--- config.mk ---
export PLATFORM = sky130hd
export DESIGN_NAME = p2r_front
export DESIGN_NICKNAME = d
export VERILOG_FILES = /design/src/p2r_pkg.sv /design/src/p2r_front.sv
export SDC_FILE = /design/constraint.sdc
export NUM_CORES = 1
export LEC_CHECK = 0
export ABC_AREA = 0
export BUFFER_PORTS_ARGS = -buffer_cell sky130_fd_sc_hd__buf_2
export CORE_MARGIN = 8
export CORE_UTILIZATION = 45
export DETAILED_ROUTE_END_ITERATION = 8
export GPL_ROUTABILITY_DRIVEN = 0
export PLACE_DENSITY = 0.68
export RECOVER_POWER = 50
export SLEW_MARGIN = 20
export SYNTH_ARGS = -nofsm -noshare
export SYNTH_HDL_FRONTEND = slang
export SYNTH_SLANG_ARGS = --single-unit
--- constraint.sdc ---
create_clock -name i_clk -period 14.9 [get_ports i_clk]
set_input_delay 3.725 -clock i_clk [delete_from_list [all_inputs] [get_ports i_clk]]
set_output_delay 3.725 -clock i_clk [all_outputs]
set_load 0.02 [all_outputs]
--- src/p2r_pkg.sv ---
// ----------------------------------------------------------------------------
// p2r_pkg - shared types for the pixel-to-RGBA converter
// Configuration record, register codes and the word passed from front to back.
// ----------------------------------------------------------------------------
`default_nettype none

package p2r_pkg;

    localparam int RAW_W      = 32;
    localparam int COORD_W    = 12;
    localparam int CIDX_W     = 12;
    localparam int NUM_W      = 18;   // value * 255, value up to 10 bits
    localparam int CFG_IDX_W  = 3;
    localparam int CFG_DATA_W = 40;

    typedef enum logic [CFG_IDX_W-1:0] {
        CFG_SHIFTS = 3'd0,
        CFG_MAXIMA = 3'd1,
        CFG_LEFT   = 3'd2,
        CFG_TOP    = 3'd3,
        CFG_WIDTH  = 3'd4,
        CFG_HEIGHT = 3'd5,
        CFG_ENABLE = 3'd6
    } t_cfg_idx;

    typedef struct packed {
        logic [19:0]        shifts;
        logic [39:0]        maxima;
        logic signed [12:0] left;
        logic signed [12:0] top;
        logic [6:0]         width;
        logic [6:0]         height;
        logic               enable;
    } t_cfg;

    // hit: for a load, index inside the image; for a convert, cursor drawn here
    typedef struct packed {
        logic                      is_load;
        logic                      hit;
        logic [3:0][NUM_W-1:0]     num;
        logic [31:0]               argb;
    } t_work;

    localparam int WORK_W = $bits(t_work);

endpackage

`default_nettype wire

--- src/p2r_front.sv ---
// ----------------------------------------------------------------------------
// p2r_front - accept and classify
// Extracts channels, forms dividends, runs the cursor hit test and address.
// ----------------------------------------------------------------------------
`default_nettype none

module p2r_front #(
    parameter int DEPTH      = 4096,
    parameter int AW         = 12,
    parameter int COORD_BITS = 12
) (
    input  wire logic                       i_clk,
    input  wire logic                       i_rst_n,
    input  wire p2r_pkg::t_cfg              i_cfg,
    input  wire logic                       i_valid,
    output logic                            o_ready,
    input  wire logic                       i_action,
    input  wire logic [p2r_pkg::RAW_W-1:0]  i_raw_pixel,
    input  wire logic [p2r_pkg::COORD_W-1:0] i_pixel_x,
    input  wire logic [p2r_pkg::COORD_W-1:0] i_pixel_y,
    input  wire logic [p2r_pkg::CIDX_W-1:0] i_cursor_index,
    input  wire logic [31:0]                i_cursor_argb,
    output logic                            o_valid,
    input  wire logic                       i_q_ready,
    output p2r_pkg::t_work                  o_work,
    output logic      [AW-1:0]              o_addr
);

    import p2r_pkg::*;

    localparam logic [COORD_W-1:0] CMASK = (COORD_BITS >= COORD_W) ? {COORD_W{1'b1}} :
                                           COORD_W'((1 << COORD_BITS) - 1);

    logic              r_valid;
    t_work             r_work, n_work;
    logic [AW-1:0]     r_addr, n_addr;
    logic              w_acc;
    logic [COORD_W-1:0] px, py;
    logic signed [13:0] dx, dy;
    logic              in_x, in_y, idx_ok, ci_ok;
    logic [14:0]       idx;
    logic [31:0]       idx32, ci32;
    logic [31:0]       shifted;
    logic [9:0]        v, mx;

    assign o_ready = !r_valid || i_q_ready;
    assign w_acc   = i_valid && o_ready;
    assign o_valid = r_valid;
    assign o_work  = r_work;
    assign o_addr  = r_addr;

    always_comb begin
        px = i_pixel_x & CMASK;
        py = i_pixel_y & CMASK;
        dx = $signed({2'b00, px}) - $signed({i_cfg.left[12], i_cfg.left});
        dy = $signed({2'b00, py}) - $signed({i_cfg.top[12], i_cfg.top});
        in_x = !dx[13] && (dx[12:0] < {6'd0, i_cfg.width});
        in_y = !dy[13] && (dy[12:0] < {6'd0, i_cfg.height});
        idx  = ({8'd0, dy[6:0]} * {8'd0, i_cfg.width}) + {8'd0, dx[6:0]};
        idx32  = 32'(idx);
        ci32   = 32'(i_cursor_index);
        idx_ok = idx32 < 32'(DEPTH);
        ci_ok  = ci32 < 32'(DEPTH);

        n_work.is_load = i_action;
        n_work.argb    = i_cursor_argb;
        n_work.hit     = i_action ? ci_ok : (i_cfg.enable && in_x && in_y && idx_ok);
        n_addr         = i_action ? ci32[AW-1:0] : idx32[AW-1:0];
        for (int ch = 0; ch < 4; ch++) begin
            shifted = i_raw_pixel >> i_cfg.shifts[5*ch +: 5];
            mx      = i_cfg.maxima[10*ch +: 10];
            v       = shifted[9:0] & mx;
            n_work.num[ch] = {v, 8'd0} - {8'd0, v};
        end
    end

    always_ff @(posedge i_clk) begin
        if (!i_rst_n) begin
            r_valid <= 1'b0;
        end else begin
            if (w_acc) begin
                r_valid <= 1'b1;
                r_work  <= n_work;
                r_addr  <= n_addr;
            end else if (i_q_ready) begin
                r_valid <= 1'b0;
            end
        end
    end

endmodule

`default_nettype wire

# ---- Word level (Yosys, flattened, before mapping)
# Cells that the tools add are included.
# W data, S select, Z words.
dict set report word_totals {
  out_inout_bits 120
  ff_bits 119
  word_cells 43
  in_bits 206
}
dict set report op_classes {
  shift 4
  n_addsub 7
  reduce_logical 12
  n_bitwise 4
  mul 1
  mux 3
  n_lt_le_gt_ge 3
}
# op n
set op_table {}
lappend op_table {{$shr A32 B5 Y10} 4}
lappend op_table {{$sub A18 B10 Y18} 4}
lappend op_table {{$and A10 B10 Y10} 4}
lappend op_table {{$sub A13 B13 Y14} 2}
lappend op_table {{$lt A13 B7 Y1} 2}
lappend op_table {{$add A14 B7 Y15} 1}
lappend op_table {{$lt A15 B13 Y1 const B} 1}
lappend op_table {{$mul A7 B7 Y14} 1}
lappend op_table {{$mux W12} 1}
lappend op_table {{$logic_and A1 B1 Y1} 6}
lappend op_table {{$logic_not A1 Y1} 3}
lappend op_table {{$mux W1} 2}
lappend op_table {{$reduce_and A2 Y1} 1}
lappend op_table {{$reduce_bool A2 Y1} 1}
lappend op_table {{$logic_or A1 B1 Y1} 1}

# ---- Longest topological paths before layout
dict set report logic_depth {
  word_depth 6
  depth_mapped 26
  depth_no_buf 26
}

# ---- Least setup slack after synthesis
# OpenSTA, ideal clock, no wires.
dict set report synth_path {
  kind {input port to flip-flop}
  from {in i_cfg[16] in the netlist's numbering}
  to {reg r_work (netlist bit o_work[104]), data pin}
  path_slack_ps 5711
  stages 26
  setup_time_ps 188
  t_arrival_ps 9001
  required_ps 14712
  path_buffers 0
  cell_sequence {inv_1 ha_1 nor2b_1 o21ai_0 a21boi_0 o21ai_0 nor2b_1 xnor2_1 and2_1 fa_1 inv_1 fa_1 inv_1 fa_1 inv_1 fa_1 inv_1 ha_1 o21a_1 o31a_1 nor2_1 o21ai_0 mux2_2 a311oi_1 o21ai_0 o41ai_1}
}
dict set report synth_between {
  elab_chain_len 5
  word_cells_on_any_way 9
  cone_classes {add/sub (2); mul (1); order compare (2); reduce/logical (4)}
}
# item line_no
set synth_lines {}
lappend synth_lines {{start, declared} p2r_front.sv:14} ;# input wire p2r_pkg::t_cfg i_cfg,
lappend synth_lines {{$sub A13 B13 Y14 *} p2r_front.sv:56} ;# dy = $signed({2'b00, py}) - $signed({i_cfg.top[12], i_cfg.top});
lappend synth_lines {{$mul A7 B7 Y14 (tied with other cells)} p2r_front.sv:59} ;# idx = ({8'd0, dy[6:0]} * {8'd0, i_cfg.width}) + {8'd0, dx[6:0]};
lappend synth_lines {{$add A14 B7 Y15 or $logic_and A1 B1 Y1 (tied branches)} {p2r_front.sv:59, p2r_front.sv:58}}
lappend synth_lines {{$lt A15 B13 Y1 or $logic_and A1 B1 Y1 (tied branches)} {p2r_front.sv:62, p2r_front.sv:67}}
lappend synth_lines {{$logic_and A1 B1 Y1 *} p2r_front.sv:67} ;# n_work.hit = i_action ? ci_ok : (i_cfg.enable && in_x && in_y && idx_ok);
lappend synth_lines {{end signal, assigned} p2r_front.sv:83} ;# r_work <= n_work;
lappend synth_lines {{end, declared} p2r_front.sv:35} ;# t_work r_work, n_work;
# Mark *: on every way between the ends. The rest lies on a longest branch, timed or not.
# A chain may end at the register's enable or synchronous reset.

# ---- Final worst setup path
# Ends and elaborated chain as after synthesis.

==> run summary <==
• **result of the run** finished, violations left
• **violations in the final reports** capacitance limit, slew limit
• **antenna diode instance count** 0
• **number of buffer cells added on primary ports** 325
• **standby leakage power** 7.27 nW
• **max_slew headroom** -0.553
• **final core utilization** 0.521
• **TritonCTS sink count** 119
• **antenna violations before repair** 3
• **CP most frequent cell** inv_1
• **worst-margin pin slew** 2.33 ns
• **number of enable flip-flop cells after synthesis** 118
• **overflow left after global routing** 0
• **TritonCTS clock tree** done
• **Req. time, crit path** 15.14 ns
• **1st-pass router iterations** 6
• **share of Yosys cell area claimed by the top area cell type** 0.230
• **maximum vdd drop** 0.0908 mV
• **die height** 201 µm
• **area occupied by multi-input gates** 0.0108 mm²
• **capturing element type of the critical path** flip-flop
• **most instantiated flip-flop cell in the synthesis netlist** edfxtp_1
• **Core Area** 0.0336 mm²
• **mean post-synth cell area** 9.88 µm²
• **Clock Path Buffers** 2
• **final setup violating endpoints** 0
• **final HPWL from detailed placement** 35100 µm
• **final cell area excluding filler cells** 0.0175 mm²
• **cell with the largest stage delay on the worst path** fa_1
• **H-tree levels** 4
• **number of global-route vias before repair** 14000
• **post-synthesis cell type with the largest combined area** edfxtp_1
• **Synth warnings** 0
• **unrepaired setup endpoints after global routing** false
• **MaxCap Viol Count** 1
• **boundary pin count** 326
• **starting DRC count in detailed routing** 1556
• **post-synthesis share of cell area spent on full adders, half adders and majority gates** 0.114
• **count of cell types in the netlist** 84
• **Worst-path clk slew** 0.07 ns
• **placed cell count** 2212
• **number of endpoints with negative hold slack in the final report** 0
• **post-cts hold buffer count** 0
• **gate family responsible for the most delay along the worst path** adder cells
• **library cell used as clock root buffer** clkbuf_16
• **count of fill cells added during filler insertion** 3168
• **highest attainable clock frequency** 0.104 GHz
• **effective utilization at floorplan** 0.458
• **Synth Net Count** 1885
• **count of buffers added by post-CTS timing repair for setup** 0
• **final worst clock skew** 0.0166 ns
• **Hold WC Path Type** flip-flop to flip-flop
• **Seq/Total Area, Yosys** 0.231
• **Nets** 2109
• **number of design rule violations left after detail routing** 0
• **startpoint kind of the worst setup timing path** input port
• **Vias** 13900
• **horizontal extent of the die** 201 µm
• **clock latency on the worst-skew pair** 0.44 ns
• **Final Total Pwr** 0.00186 W
• **top cells by area, synth** edfxtp_1 23%, mux4_2 17%, ha_1 7.1%
• **placement-stage cell area** 0.0171 mm²
• **Compound-Gate Fraction of Synth Area** 0.137
• **ys async rst share** 0
• **non-filler cells, final** 2244
• **synthesis-to-finish area growth** 13.8%
• **min Tclk post-route** 9.64 ns
• **final setup TNS** 0 ns
• **total routing usage reported by global routing** 0.238
• **die area** 0.0404 mm²
• **final routed wire length divided by cell count** 22.2 µm
• **stage delay of the slowest cell on the critical path** 0.54 ns
• **Seq cells post-synth** 119
• **total number of placement rows** 67
• **max-slew violation count** 52
• **Post-Synthesis Cells** 1559
• **Final Routed Wirelength** 49800 µm
• **mux share of post-synthesis cell area** 0.271
• **combinational family with the most area after synthesis** multiplexers
• **Max Fanout on Critical Path** 8
• **xor/xnor cell area share of the yosys netlist** 0.0370
• **basic-gate share of the synthesized area counting and, or, nand and nor cells** 0.141
• **synthesized area** 0.0154 mm²
• **Seq. cell area** 0.00356 mm²
• **Final Cycle Share** 0.647
• **Power Dens Cells** 106 mW/mm²
• **total clock buffers created by CTS** 17
• **first-pass GRT wire length** 78200 µm
• **start-to-end type of the worst setup path** input port to flip-flop
• **post_cts resized** 0
• **mean number of vias per cell** 6.21
• **DRT antenna net count** 0
• **Buf/Inv on CP** 6
• **Worst EP arrival** 9.88 ns
• **largest net degree at the start of global routing** 69
• **fraction of layout cells with a size suffix above 1** 0.247
worst reg2reg max path: stages, from the launching register on:
cell	delay [ns]
dfxtp_1	0.31
nand2b_1	0.10
and3_1	1.72
buf_4	0.90
path summary, 6_finish.rpt:
kind | cells past startpoint | end | start | slack [ns]
max | 27 | o_work[104] | i_cfg[16] | 5.26
min | 2 | o_valid | o_valid | 0.55
min reg2reg | 2 | o_valid | o_valid | 0.55
max reg2reg | 3 | o_work[73] | o_valid | 11.42
synthesized netlist by cell type (all sizes together) (6+ instances only):
cell type / instances
ha: 87
edfxtp: 118
o31ai: 11
a32oi: 6
nand2: 139
inv: 131
o22ai: 20
o21ai: 56
and3: 16
or3: 9
and2: 44
nor2: 77
a21oi: 51
a211oi: 15
nand3: 32
o21a: 7
xnor2: 39
nor2b: 30
fa: 33
nor3: 29
buf: 40
xor2: 26
mux4: 124
or2: 6
a31oi: 14
mux2i: 87
a2111oi: 7
a21o: 10
o211ai: 12
clkbuf: 85
nand4: 10
nand2b: 30
a22oi: 13
mux2: 43
layout make-up:
type | count | share of cell area
multi-input combinational | 1179 | 0.615
sequential | 119 | 0.203
timing repair buffer | 330 | 0.0884
tap | 448 | 0.0320
inverter | 136 | 0.0291
clock buffer | 18 | 0.0245
clock inverter | 14 | 0.00814
metrics by stage:
stage          setup WS [ns]  hold WS (ns)
4_1_cts                 5.29         0.550
3_5_place_dp            4.86         0.540
5_1_grt                 4.89         0.613
2_1_floorplan           5.71         0.750
6_report                5.26         0.548
3_3_place_gp            4.95         0.505
per-layer routing:
metal	wire length, µm	share of wire	vias to the layer above	track usage
met5	32	0.00064	-	0
met4	1310	0.026	6	0.0841
met3	4470	0.090	118	0.0607
met2	24500	0.49	782	0.402
met1	19400	0.39	6731	0.292
li1	-	-	6298	-
flip-flops by register name, indices dropped and copies added (netlist names):
| name | cells |
|---|---|
| o_work | 106 |
| o_addr | 12 |
| o_valid | 1 |
cell families after synthesis:
family / after synthesis
adder cells (fa/ha/maj): 120
AO/OA/AOI/OAI: 299
buffers and inverters: 261
XOR/XNOR: 65
flip-flops: 119
multiplexers: 254
AND/OR/NAND/NOR: 441
cells in the final DEF (no fill, tap or decap), drive strengths merged, types with 11 or more instances in the layout:
cell type / count
xnor2: 39
mux2i: 87
ha: 87
edfxtp: 118
clkbuf: 114
mux4: 124
nand3: 32
o211ai: 12
o21ai: 56
nand2: 139
xor2: 26
and3: 16
nand2b: 30
fa: 33
and2: 44
nor3: 29
nor2b: 30
o31ai: 11
a31oi: 14
a21oi: 51
buf: 234
inv: 138
a211oi: 15
nor2: 77
o22ai: 20
a22oi: 13
mux2: 43
report_power, final:
part | leakage [nW] | total (W) | internal [W] | switching (W)
registers | 1.11 | 0.000435 | 0.000427 | 0.00000866
logic | 5.89 | 0.00101 | 0.000417 | 0.000597
clock network | 0.275 | 0.000414 | 0.000235 | 0.000179
total | 7.27 | 0.00186 | 0.00108 | 0.000784
Power figures use the tool's default switching activity.
