==> config.mk <==
export PLATFORM = sky130hd
export DESIGN_NAME = p2r_fifo
export DESIGN_NICKNAME = d
export VERILOG_FILES = /design/src/p2r_fifo.sv
export SDC_FILE = /design/constraint.sdc
export NUM_CORES = 1
export LEC_CHECK = 0
export BUFFER_PORTS_ARGS = -buffer_cell sky130_fd_sc_hd__buf_2
export CAP_MARGIN = 20
export CORE_MARGIN = 4
export CORE_UTILIZATION = 49
export CTS_BUF_LIST = sky130_fd_sc_hd__clkbuf_16
export CTS_CLUSTER_DIAMETER = 60
export DETAILED_ROUTE_END_ITERATION = 12
export GPL_TIMING_DRIVEN = 0
export PLACE_DENSITY = 0.73
export SYNTH_ARGS = -nofsm -noshare
export SYNTH_HDL_FRONTEND = slang
export SYNTH_SLANG_ARGS = --single-unit
==> constraint.sdc <==
create_clock -name i_clk -period 2 [get_ports i_clk]
set_input_delay 0.1 -clock i_clk [delete_from_list [all_inputs] [get_ports i_clk]]
set_output_delay 0.1 -clock i_clk [all_outputs]
set_load 0.1 [all_outputs]
==> src/p2r_fifo.sv <==
// ----------------------------------------------------------------------------
// p2r_fifo - short queue between front and back
// Register-based FIFO; full is independent of pop.
// ----------------------------------------------------------------------------
`default_nettype none

module p2r_fifo #(
    parameter int WIDTH = 8,
    parameter int DEPTH = 4,
    parameter int CW    = $clog2(DEPTH + 1)
) (
    input  wire logic             i_clk,
    input  wire logic             i_rst_n,
    input  wire logic             i_push,
    input  wire logic [WIDTH-1:0] i_wdata,
    output logic                  o_full,
    input  wire logic             i_pop,
    output logic                  o_valid,
    output logic      [WIDTH-1:0] o_rdata,
    output logic      [CW-1:0]    o_count
);

    localparam int PW = (DEPTH > 1) ? $clog2(DEPTH) : 1;

    logic [WIDTH-1:0] r_buf [DEPTH];
    logic [PW-1:0]    r_wr, r_rd;
    logic [CW-1:0]    r_cnt;
    logic             w_push, w_pop;

    assign o_full  = (r_cnt == CW'(DEPTH));
    assign o_valid = (r_cnt != '0);
    assign o_rdata = r_buf[r_rd];
    assign o_count = r_cnt;
    assign w_push  = i_push && !o_full;
    assign w_pop   = i_pop && o_valid;

    always_ff @(posedge i_clk) begin
        if (!i_rst_n) begin
            r_wr  <= '0;
            r_rd  <= '0;
            r_cnt <= '0;
        end else begin
            if (w_push) begin
                r_buf[r_wr] <= i_wdata;
                r_wr <= (r_wr == PW'(DEPTH - 1)) ? '0 : r_wr + 1'b1;
            end
            if (w_pop) begin
                r_rd <= (r_rd == PW'(DEPTH - 1)) ? '0 : r_rd + 1'b1;
            end
            if (w_push && !w_pop) begin
                r_cnt <= r_cnt + 1'b1;
            end else if (w_pop && !w_push) begin
                r_cnt <= r_cnt - 1'b1;
            end
        end
    end

endmodule

`default_nettype wire

* Word-level counts from Yosys, hierarchy flattened
Memories as Yosys holds them, arrays and structs flattened. A register that Yosys moved wholly into a read port is not among the register bits.
Cells that the tools add are included.
** Cells by class
- Add/sub/neg operators :: 4
- $mul :: 0
- Divide/modulo/power cells :: 0
- Order comparisons :: 0
- Equal/unequal tests :: 3
- Shift operators :: 0
- Mux-type cells :: 9
- Bitwise logic cells :: 0
- Reduce and logical (&&, ||, !) cells :: 9
** Operators by type and width (number)
- $mux 2 :: 4
- $mux 3 :: 2
- $add 2x1->2 const B :: 2
- $eq 2x2->1 const B :: 2
- $logic_and 1x1->1 :: 4
- $add 3x1->3 const B :: 1
- $eq 3x3->1 const B :: 1
- $logic_not 1->1 :: 3
- $mux 1 :: 3
- $reduce_bool 3->1 :: 1
- $sub 3x1->3 const B :: 1
- $reduce_bool 2->1 :: 1
** Word-level totals
- Bits in registers :: 7
- Bits in latches :: 0
- RAM bits :: 32
- Memory bits (read-only) :: 0
- Bits of input ports :: 12
- Logic and storage cells :: 29
- Memories :: 1
** Memory list
- r_buf :: depth 4, bits a word 8, rd ports 1, clocked after Yosys merged registers in 1, write ports 1, RTL line 25 : logic [WIDTH-1:0] r_buf [DEPTH];

* Logic depth before layout (Yosys ltp)
Gate-level depths: netlist of run 1.
- Depth after elaboration :: 7
- Depth in mapped cells :: 9
- Depth with buffers taken out :: 8

* Least setup slack after synthesis of run 1
No wires, ideal clock.
- Path kind :: flip-flop to flip-flop
- From :: reg r_cnt[2] (netlist: o_count[2])
- To :: reg r_cnt[2] (netlist: o_count[2])
- Arrival time :: 3.589 ns
- Required time :: 1.924 ns
- Setup slack :: -1.665 ns
- Cell stages (with the launch flop) :: 10
- Buffers on the path :: 1
- Period minus slack after synthesis :: 3.665 ns
- Cell sequence :: dfxtp_1 -> nor3b_2 -> nor2b_1 -> buf_2 -> ha_1 -> inv_1 -> fa_1 -> xor2_1 -> or3_1 -> a21boi_0
** Between the ends
- Cells in the longest elaborated chain, start to end :: 6
** Ends and longest elaborated chain
- from (decl) :: RTL line 27 : logic [CW-1:0] r_cnt;
- from (signal assigned) :: RTL line 51 : r_cnt <= r_cnt + 1'b1;
- from (signal assigned) :: RTL line 53 : r_cnt <= r_cnt - 1'b1;
- $eq 3x3->1 (*) :: RTL line 30 : assign o_full = (r_cnt == CW'(DEPTH));
- via o_full :: RTL line 16 : output logic o_full,
- $logic_not 1->1 (*) :: RTL line 34 : assign w_push = i_push && !o_full;
- $logic_and 1x1->1 (*) :: RTL line 34
- via w_push :: RTL line 28 : logic w_push, w_pop;
- $logic_not 1->1 :: RTL line 52 : end else if (w_pop && !w_push) begin
- $logic_and 1x1->1 :: RTL line 52
- $reduce_bool 2->1 (no line)
The timed path passes the listed nets; every way through them passes the cells marked *. The select of a mux whose other input is x is not followed.
A chain may end at the register's enable or synchronous reset.

* Worst setup path in the final report of run 1
- From :: reg r_cnt[2] (netlist: o_count[2])
- To :: reg r_cnt[2] (netlist: o_count[2])
** Between the ends
- Cells in the longest elaborated chain, start to end :: 6
** Ends and longest elaborated chain (RTL line)
- $eq 3x3->1 (*) :: 30
- $logic_not 1->1 (*) :: 34
- $logic_and 1x1->1 (*) :: 34
- via w_push :: 28
- $logic_not 1->1 :: 52
- $logic_and 1x1->1 :: 52
- $reduce_bool 2->1 (no line)
Marks and branches as above.

==> results of run 1 <==
==> critical path, stage by stage, from the launching register on <==
cell      delay, ns
dfxtp_4        0.36
nor3b_4        0.15
nor2b_1        0.12
buf_4          0.13
ha_4           0.13
inv_2          0.04
fa_2           0.35
xor2_1         0.17
or3_1          0.31
a21boi_1       0.13
==> per-layer routing <==
metal | global-route usage, % | up-vias
met2 | 26.2 | 24
met5 | 0 | -
met4 | 8.55 | 0
met3 | 3.59 | 6
li1 | - | 420
met1 | 16.4 | 454
==> cell type report <==
class	instances	area (sq um)
sequential	41	1150
fill	217	1060
multi-input combinational	44	500
timing repair buffer	26	135
clock buffer	5	125
clock inverter	3	65.1
tap	44	55.1
buffer	4	20.0
inverter	4	15.0
==> cell usage in the layout (no fill, tap or decap), drive strengths merged, types with 2 or more instances in the layout <==
cell / count
nand2: 5
nand3: 3
ha: 6
buf: 29
clkbuf: 6
o21ai: 3
and3: 4
mux2i: 3
edfxtp: 32
mux4: 8
or3: 2
dfxtp: 9
bufinv: 2
nor2b: 2
inv: 4
==> repair_timing <==
action / in CTS / in global routing
setup buffers: 2 / 0
endpoints found under the setup margin: 2 / 1
gates resized for setup: 2 / 1
pin swaps: 1 / 0
==> flip-flops by register name (all words and copies together), names as in the netlist, named ones only <==
name     flops
r_buf       32
r_rd         2
o_count      3
r_wr         2
==> cell families after synthesis <==
family          Yosys count  share of synthesized area (%)
xor+xnor                  2                           1.07
buf+inv                   8                           1.99
flops                    41                           69.8
mux                      11                           12.9
fa+ha+maj                 7                           5.82
simple gates             19                           6.58
compound gates            5                           1.84
==> worst paths after layout <==
| kind | startpoint | to | cells past startpoint |
|---|---|---|---|
| worst max-delay path | o_count[2] | o_count[2] | 9 |
| worst min-delay path | i_wdata[7] | r_buf[1][7] | 1 |
| worst max register to register | o_count[2] | o_count[2] | 9 |
| worst min register to register | r_wr[0] | r_wr[0] | 2 |
==> report_power, final <==
part           leakage (nW)  internal, mW  switching [mW]
Combinational         0.313         0.337           0.997
Sequential            0.366          1.02          0.0805
Clock                0.0938         0.712           0.306
==> results.cfg, run 1 <==
[run_status]
status = completed

[placement]
dpl.cell_count = 161
dp.final_hpwl_mm = 1.84
placed_cell_area_sq_mm = 0.00184
place_ws_ns = -0.331
portBuffers = 24
gp_congestion = 0.677

[sta]
hold_viol_final = 0
rsz0062_at_grt = yes
period_share_pct = 98.3
finalSetupViolations = 0
worst_slack_ns = 0.0340
min_period_ns = 1.97
fin_hold_ws_ns = 0.0341
finalSetupTns_ns = 0
max_freq_ghz = 0.509
clock_skew_ns = 0.00534
worst_slew_pin_slew_ns = 0.500
slew_violations = 0
slew_headroom_pct = 66.9

[clock_tree]
cts.htree.levels = 2
cts_tree = done
root_buffer = clkbuf_16
cts_hold_buffers = 0
clock-sinks = 41
clkSlewWorstSetupHoldPaths_ns = 0.06
cts_made_buffers = 5
clk_latency_ns = 0.28
cts_max_path_buffers = 2

[worst_setup_path]
r2r_slack_ns = 0.03
arrival_ns = 2.17
end_kind = flip-flop
startpoint_type = flip-flop
crit_path_max_fanout = 6
worstPathRequired_ns = 2.21
crit_type = reg2reg

[synthesis]
synth_edf_count = 32
synth_warnings = 0
avgSynthCellArea_sq_um = 17.6
synthArstFlopShare_pct = 0
synth_area_sq_mm = 0.00163
yosysUniqueCellTypes = 24
synth_commonest_cells = edfxtp_1 (32), dfxtp_1 (9), mux4_2 (8), ha_1 (6), nand2_1 (5)
synth_ff_type = edfxtp_1
synth-seq-cells = 41
postSynthCellCount = 93
ys_top_cells_by_area = edfxtp_1 (59%), dfxtp_1 (11%), mux4_2 (11%)
synth_nets = 112
netlist.area_leader.share_pct = 58.8
yosysMostFrequentCell = edfxtp_1
synth-seq-area-share_pct = 69.8
yosysTopAreaCell = edfxtp_1

[floorplanning]
die_h_um = 65.7
core_sq_mm = 0.00313
start_util_pct = 52.2
die_w_um = 65.7
ioPinCount = 25
die-area_sq_mm = 0.00432
rows = 20

[route]
maxUsedRoutingLayer = met4
ant_nets = 0
drcViolationCount = 0
vias = 904
first_iter_violations = 104
wl_met1_mm = 1.06
routed_wl_mm = 2.79
wl_met2_mm = 1.54
vias_per_cell = 5.29
wl_per_cell_um = 16.3
firstDrtPassIters = 4
wl_met3_um = 147

[pwr]
p_total_mw = 3.45
p_leak_nw = 0.773
power_density_mw_per_mm2 = 1670
peakVddDrop_v = 0.000824

[final_layout]
finalNetCount = 145
drive_above_1_share_pct = 44.9
area_delta_synth_final_pct = 26.4
final_cells = 171
stdcell_area_sq_mm = 0.00207
n_antenna_cell = 0
final_util_pct = 66.0

[global_route]
antenna_found_initial = 0
grt_pass1_wl_mm = 4.58
grt-ovfl-total = 0
first_global_vias = 969
grt_max_degree = 14
grt_use_total_pct = 15.0

[flow_run]
maxCapViolCount = 0

[min_path]
hold_class = in2reg
No activity file was read; power rests on OpenSTA's default activity.
==> run 2: changes to the inputs <==
--- a/config.mk
+++ b/config.mk
@@ -8,12 +8,12 @@
 export BUFFER_PORTS_ARGS = -buffer_cell sky130_fd_sc_hd__buf_2
 export CAP_MARGIN = 20
 export CORE_MARGIN = 4
-export CORE_UTILIZATION = 49
+export CORE_UTILIZATION = 28
 export CTS_BUF_LIST = sky130_fd_sc_hd__clkbuf_16
 export CTS_CLUSTER_DIAMETER = 60
 export DETAILED_ROUTE_END_ITERATION = 12
 export GPL_TIMING_DRIVEN = 0
-export PLACE_DENSITY = 0.73
+export SLEW_MARGIN = 20
 export SYNTH_ARGS = -nofsm -noshare
 export SYNTH_HDL_FRONTEND = slang
 export SYNTH_SLANG_ARGS = --single-unit
==> results.cfg, run 2 (synthesis results as in run 1) <==
[run_status]
status = completed

[sta]
min_period_ns = 1.94
worst_slack_ns = 0.0550
rsz0062_at_grt = yes
slew_headroom_pct = 65.1
slew_violations = 0
period_share_pct = 97.2
finalSetupViolations = 0
hold_viol_final = 0
max_freq_ghz = 0.514
worst_slew_pin_slew_ns = 0.523
clock_skew_ns = 0.00350

[floorplanning]
rows = 27
die_w_um = 84.4
core_sq_mm = 0.00557
die-area_sq_mm = 0.00712
start_util_pct = 29.3
ioPinCount = 25
die_h_um = 84.4

[clock_tree]
root_buffer = clkbuf_16
clock-sinks = 41
cts.htree.levels = 2
cts_hold_buffers = 0
cts_max_path_buffers = 2
clk_latency_ns = 0.28
cts_tree = done
clkSlewWorstSetupHoldPaths_ns = 0.05
cts_made_buffers = 5

[route]
vias = 871
firstDrtPassIters = 3
first_iter_violations = 54
wl_per_cell_um = 14.7
drcViolationCount = 0
vias_per_cell = 4.40
routed_wl_mm = 2.91
ant_nets = 0

[global_route]
antenna_found_initial = 0
grt_pass1_wl_mm = 4.81
grt_use_met2_pct = 15.4
gr-usage-met3_pct = 4.32
grt-ovfl-total = 0
grt_use_total_pct = 9.00
first_global_vias = 968
use_met1_pct = 9.66
grt.busiest_layer = met2
grt_max_degree = 13

[final_layout]
final_util_pct = 36.7
top_register = r_buf
largest_register_ffs = 32
seqCellArea_sq_mm = 0.00115
finalNetCount = 145
stdcell_area_sq_mm = 0.00205
area_delta_synth_final_pct = 25.3
drive_above_1_share_pct = 43.7
final_cell_mix = edfxtp_1 (32), buf_2 (25), mux4_2 (8), dfxtp_1 (6)
multi_input_comb_area_sq_um = 500
mostFrequentLayoutCell = edfxtp_1
n_antenna_cell = 0
fill_cells = 530

[placement]
place_ws_ns = -0.424
placed_cell_area_sq_mm = 0.00188
portBuffers = 24
gp_congestion = 0.656
dp.final_hpwl_mm = 2.04

[worst_setup_path]
rr_startpoint = o_count[2]
worst-r2r-cell-count = 9
end_kind = flip-flop
crit_type = reg2reg
r2r_end = o_count[2]
r2r_slack_ns = 0.06
crit_path_max_fanout = 6
startpoint_type = flip-flop
arrival_ns = 2.15
startpoint = o_count[2]
worstPathRequired_ns = 2.20
crit_end = o_count[2]

[pwr]
peakVddDrop_v = 0.00102
p_leak_nw = 0.742
clkPwrFrac_pct = 23.1
seq_power_share_pct = 34.9
p_sw_mw = 1.35
power_density_mw_per_mm2 = 1550
p_int_mw = 1.81
power_switching_share_pct = 42.8
p_comb_share_pct = 42.0

[min_path]
hold_class = in2reg

[flow_run]
maxCapViolCount = 0
[run 2: cell count changes in the layout (fill, tap and decap cells not counted), sizes merged]
cell,change
bufinv,-2
clkinvlp,+1
[run 2: power by group through the flow]
stage / registers, mW / logic (mW) / clock network, mW
global route: 1.12 / 1.41 / 0.792
floorplan: 1.24 / 0.984 / 0
finish: 1.11 / 1.33 / 0.732
CTS: 1.11 / 1.35 / 0.754
detailed placement: 1.11 / 1.32 / 0
global placement: 1.10 / 1.29 / 0
[run 2: worst min path at each step]
stage,slack [ns],end,startpoint,cells after the start
finish,0.04,r_buf[1][0],i_wdata[0],1
global route,0.03,r_buf[3][0],i_wdata[0],1
CTS,0.03,r_buf[0][6],i_wdata[6],1
detailed placement,0.32,r_buf[3][0],i_wdata[0],1
global placement,0.31,r_buf[3][0],i_wdata[0],1
floorplan,0.20,r_buf[0][0],i_wdata[0],0
[run 2: through the flow]
stage / instances / TNS (ns) / power (mW) / hold slack [ns]
after floorplan: 93 / -10.51 / 2.22 / 0.199
after global placement: 189 / -0.291 / 2.39 / 0.314
after detailed placement: 189 / -0.567 / 2.43 / 0.319
after CTS: 198 / 0 / 3.21 / 0.0307
after global routing: 198 / -0.0739 / 3.32 / 0.0310
final: 198 / 0 / 3.17 / 0.0383
[run 2: final cells by class]
type                    instances  area share, %
flip-flops and latches         41           56.2
multi-input cells              44           24.4
repair buffers                 26           6.60
clock buffers                   5           6.11
well taps                      72           4.40
plain buffers                   4          0.978
inverters                       4          0.733
clock inverters                 2          0.550
[run 2: worst max-delay path, stage by stage (launching register included)]
cell and delay (ns):
dfxtp_4 0.36, nor3b_4 0.15, nor2b_1 0.11, buf_4 0.13, ha_4 0.13, inv_2 0.04
fa_2 0.36, xor2_1 0.16, or3_1 0.31, a21boi_1 0.12
[run 2: layer usage]
layer  up-vias  wire length [um]  share of wire, %
met5         -                 0                 0
met4         0                48               1.6
met3         6               222               7.6
met2        25              1450                50
met1       425              1190                41
li1        415                 -                 -
[run 2: repair_timing]
action	4_1_cts	5_1_grt
buffers inserted	2	0
cloned	0	0
pin swaps	1	0
setup endpoints to repair	2	1
hold endpoints to repair	0	0
resized for setup	3	0
==> run 3: changes to the inputs <==
--- a/config.mk
+++ b/config.mk
@@ -7,12 +7,14 @@
 export LEC_CHECK = 0
 export BUFFER_PORTS_ARGS = -buffer_cell sky130_fd_sc_hd__buf_2
 export CAP_MARGIN = 20
-export CORE_MARGIN = 4
+export CORE_ASPECT_RATIO = 1.1
+export CORE_MARGIN = 5
 export CORE_UTILIZATION = 28
 export CTS_BUF_LIST = sky130_fd_sc_hd__clkbuf_16
 export CTS_CLUSTER_DIAMETER = 60
 export DETAILED_ROUTE_END_ITERATION = 12
 export GPL_TIMING_DRIVEN = 0
+export MAX_ROUTING_LAYER = met4
 export SLEW_MARGIN = 20
 export SYNTH_ARGS = -nofsm -noshare
 export SYNTH_HDL_FRONTEND = slang
==> results.cfg, run 3 (synthesis results as in run 1) <==
[pwr]
power_density_mw_per_mm2 = 1530
p_leak_nw = 0.761
peakVddDrop_v = 0.000981
p_total_mw = 3.20

[placement]
dp.final_hpwl_mm = 1.97
gp_congestion = 0.687
dpl.cell_count = 194
portBuffers = 24

[final_layout]
largest_register_ffs = 32
top_register = r_buf
fill_cells = 570
multi_input_comb_area_sq_um = 508
n_antenna_cell = 0
seqCellArea_sq_mm = 0.00115
area_delta_synth_final_pct = 27.6
drive_above_1_share_pct = 45.7
final_cells = 206
finalNetCount = 147
mostFrequentLayoutCell = edfxtp_1
final_cell_mix = edfxtp_1 (32), buf_2 (25), mux4_2 (8), dfxtp_1 (6)

[route]
ant_nets = 0
firstDrtPassIters = 4
drcViolationCount = 0
first_iter_violations = 27
wl_per_cell_um = 13.5
routed_wl_mm = 2.77
vias = 885
vias_per_cell = 4.30

[clock_tree]
clk_latency_ns = 0.27
root_buffer = clkbuf_16
cts_max_path_buffers = 2
cts_tree = done
clkSlewWorstSetupHoldPaths_ns = 0.05
cts_made_buffers = 5
cts.htree.levels = 2
clock-sinks = 41

[worst_setup_path]
startpoint_type = flip-flop
crit_buf_inv = 2
cpPeakStageDelay_ns = 0.36
r2r_end = o_count[2]
arrival_ns = 2.13
crit_chain = nor3b_4 -> nor2b_1 -> buf_4 -> ha_4 -> inv_2 -> fa_2 -> xor2_2 -> or3_1 -> a21boi_1
startpoint = o_count[2]
worst-r2r-cell-count = 9
crit_type = reg2reg
crit_path_max_fanout = 4
r2r_slack_ns = 0.07
crit_end = o_count[2]
cp_top_family = simple AND/OR/NAND/NOR gates
end_kind = flip-flop
slowest_stage = dfxtp_4
critical_path_depth = 9
rr_startpoint = o_count[2]
worstPathRequired_ns = 2.20

[sta]
rsz0062_at_grt = yes
period_share_pct = 96.4
clock_skew_ns = 0.00401
min_period_ns = 1.93
slew_headroom_pct = 63.4
hold_viol_final = 0
max_freq_ghz = 0.519
worst_slew_pin_slew_ns = 0.549
finalSetupViolations = 0
slew_violations = 0

[floorplanning]
ioPinCount = 25
core_sq_mm = 0.00573
die_w_um = 82.8
die_h_um = 90.1
die-area_sq_mm = 0.00747
rows = 29
start_util_pct = 28.5

[global_route]
grt-ovfl-total = 0
grt_use_total_pct = 8.55
antenna_found_initial = 0
grt_pass1_wl_mm = 4.80
grt_max_degree = 14
first_global_vias = 992

[min_path]
hold_class = in2reg

[flow_run]
maxCapViolCount = 0

[run_status]
status = completed
run 3: layout make-up:
cell class	instances	share of cell area (%)
Buffer	4	0.960
Clock buffer	5	6.00
Clock inverter	3	0.840
Tap cell	77	4.62
Sequential cell	41	55.3
Timing Repair Buffer	28	7.20
Multi-Input combinational cell	44	24.4
Inverter	4	0.720
run 3: what timing repair did:
| item | CTS | global route |
|---|---|---|
| cloned | 0 | 0 |
| pin swaps | 1 | 2 |
| hold buffers | 0 | 0 |
| gates resized for setup | 2 | 3 |
| endpoints found under the setup margin | 2 | 1 |
| setup buffers | 1 | 3 |
run 3: worst min path at each step:
stage	start	endpoint	slack, ns	cells after the start
final	i_wdata[0]	r_buf[0][0]	0.04	1
after global routing	i_wdata[7]	r_buf[0][7]	0.03	1
after CTS	i_wdata[5]	r_buf[0][5]	0.03	1
after detailed placement	i_wdata[5]	r_buf[0][5]	0.32	1
after global placement	i_wdata[7]	r_buf[0][7]	0.31	1
after floorplan	i_wdata[0]	r_buf[0][0]	0.20	0
run 3: per-layer routing:
metal  part of all wire [%]  vias to the layer above  global-route usage, %  routed length (um)
li1                       -                      425                      -                   -
met1                     44                      429                   9.74                1210
met2                     50                       26                   14.0                1380
met3                    5.1                        5                   3.11                 141
met4                    1.3                        0                   2.86                  35
met5                      0                        -                      -                   0
run 3: per-stage QoR:
stage | cell area, sq um | setup slack [ns] | TNS, ns | utilization (%) | hold WS [ns]
2_1_floorplan | 1670 | -0.677 | -10.51 | - | 0.199
3_3_place_gp | 1890 | -0.251 | -0.267 | 32.9 | 0.313
3_5_place_dp | 1890 | -0.369 | -0.481 | 32.9 | 0.320
4_1_cts | 2050 | 0.00538 | 0 | 35.7 | 0.0328
5_1_grt | 2080 | -0.0159 | -0.0159 | 36.4 | 0.0325
6_report | 2080 | 0.0720 | 0 | 36.4 | 0.0359
run 3: report_power, final:
group	switching [mW]	leakage [nW]	internal, mW
Sequential	0.0800	0.366	1.03
Clock	0.286	0.0712	0.456
Combinational	0.994	0.324	0.357
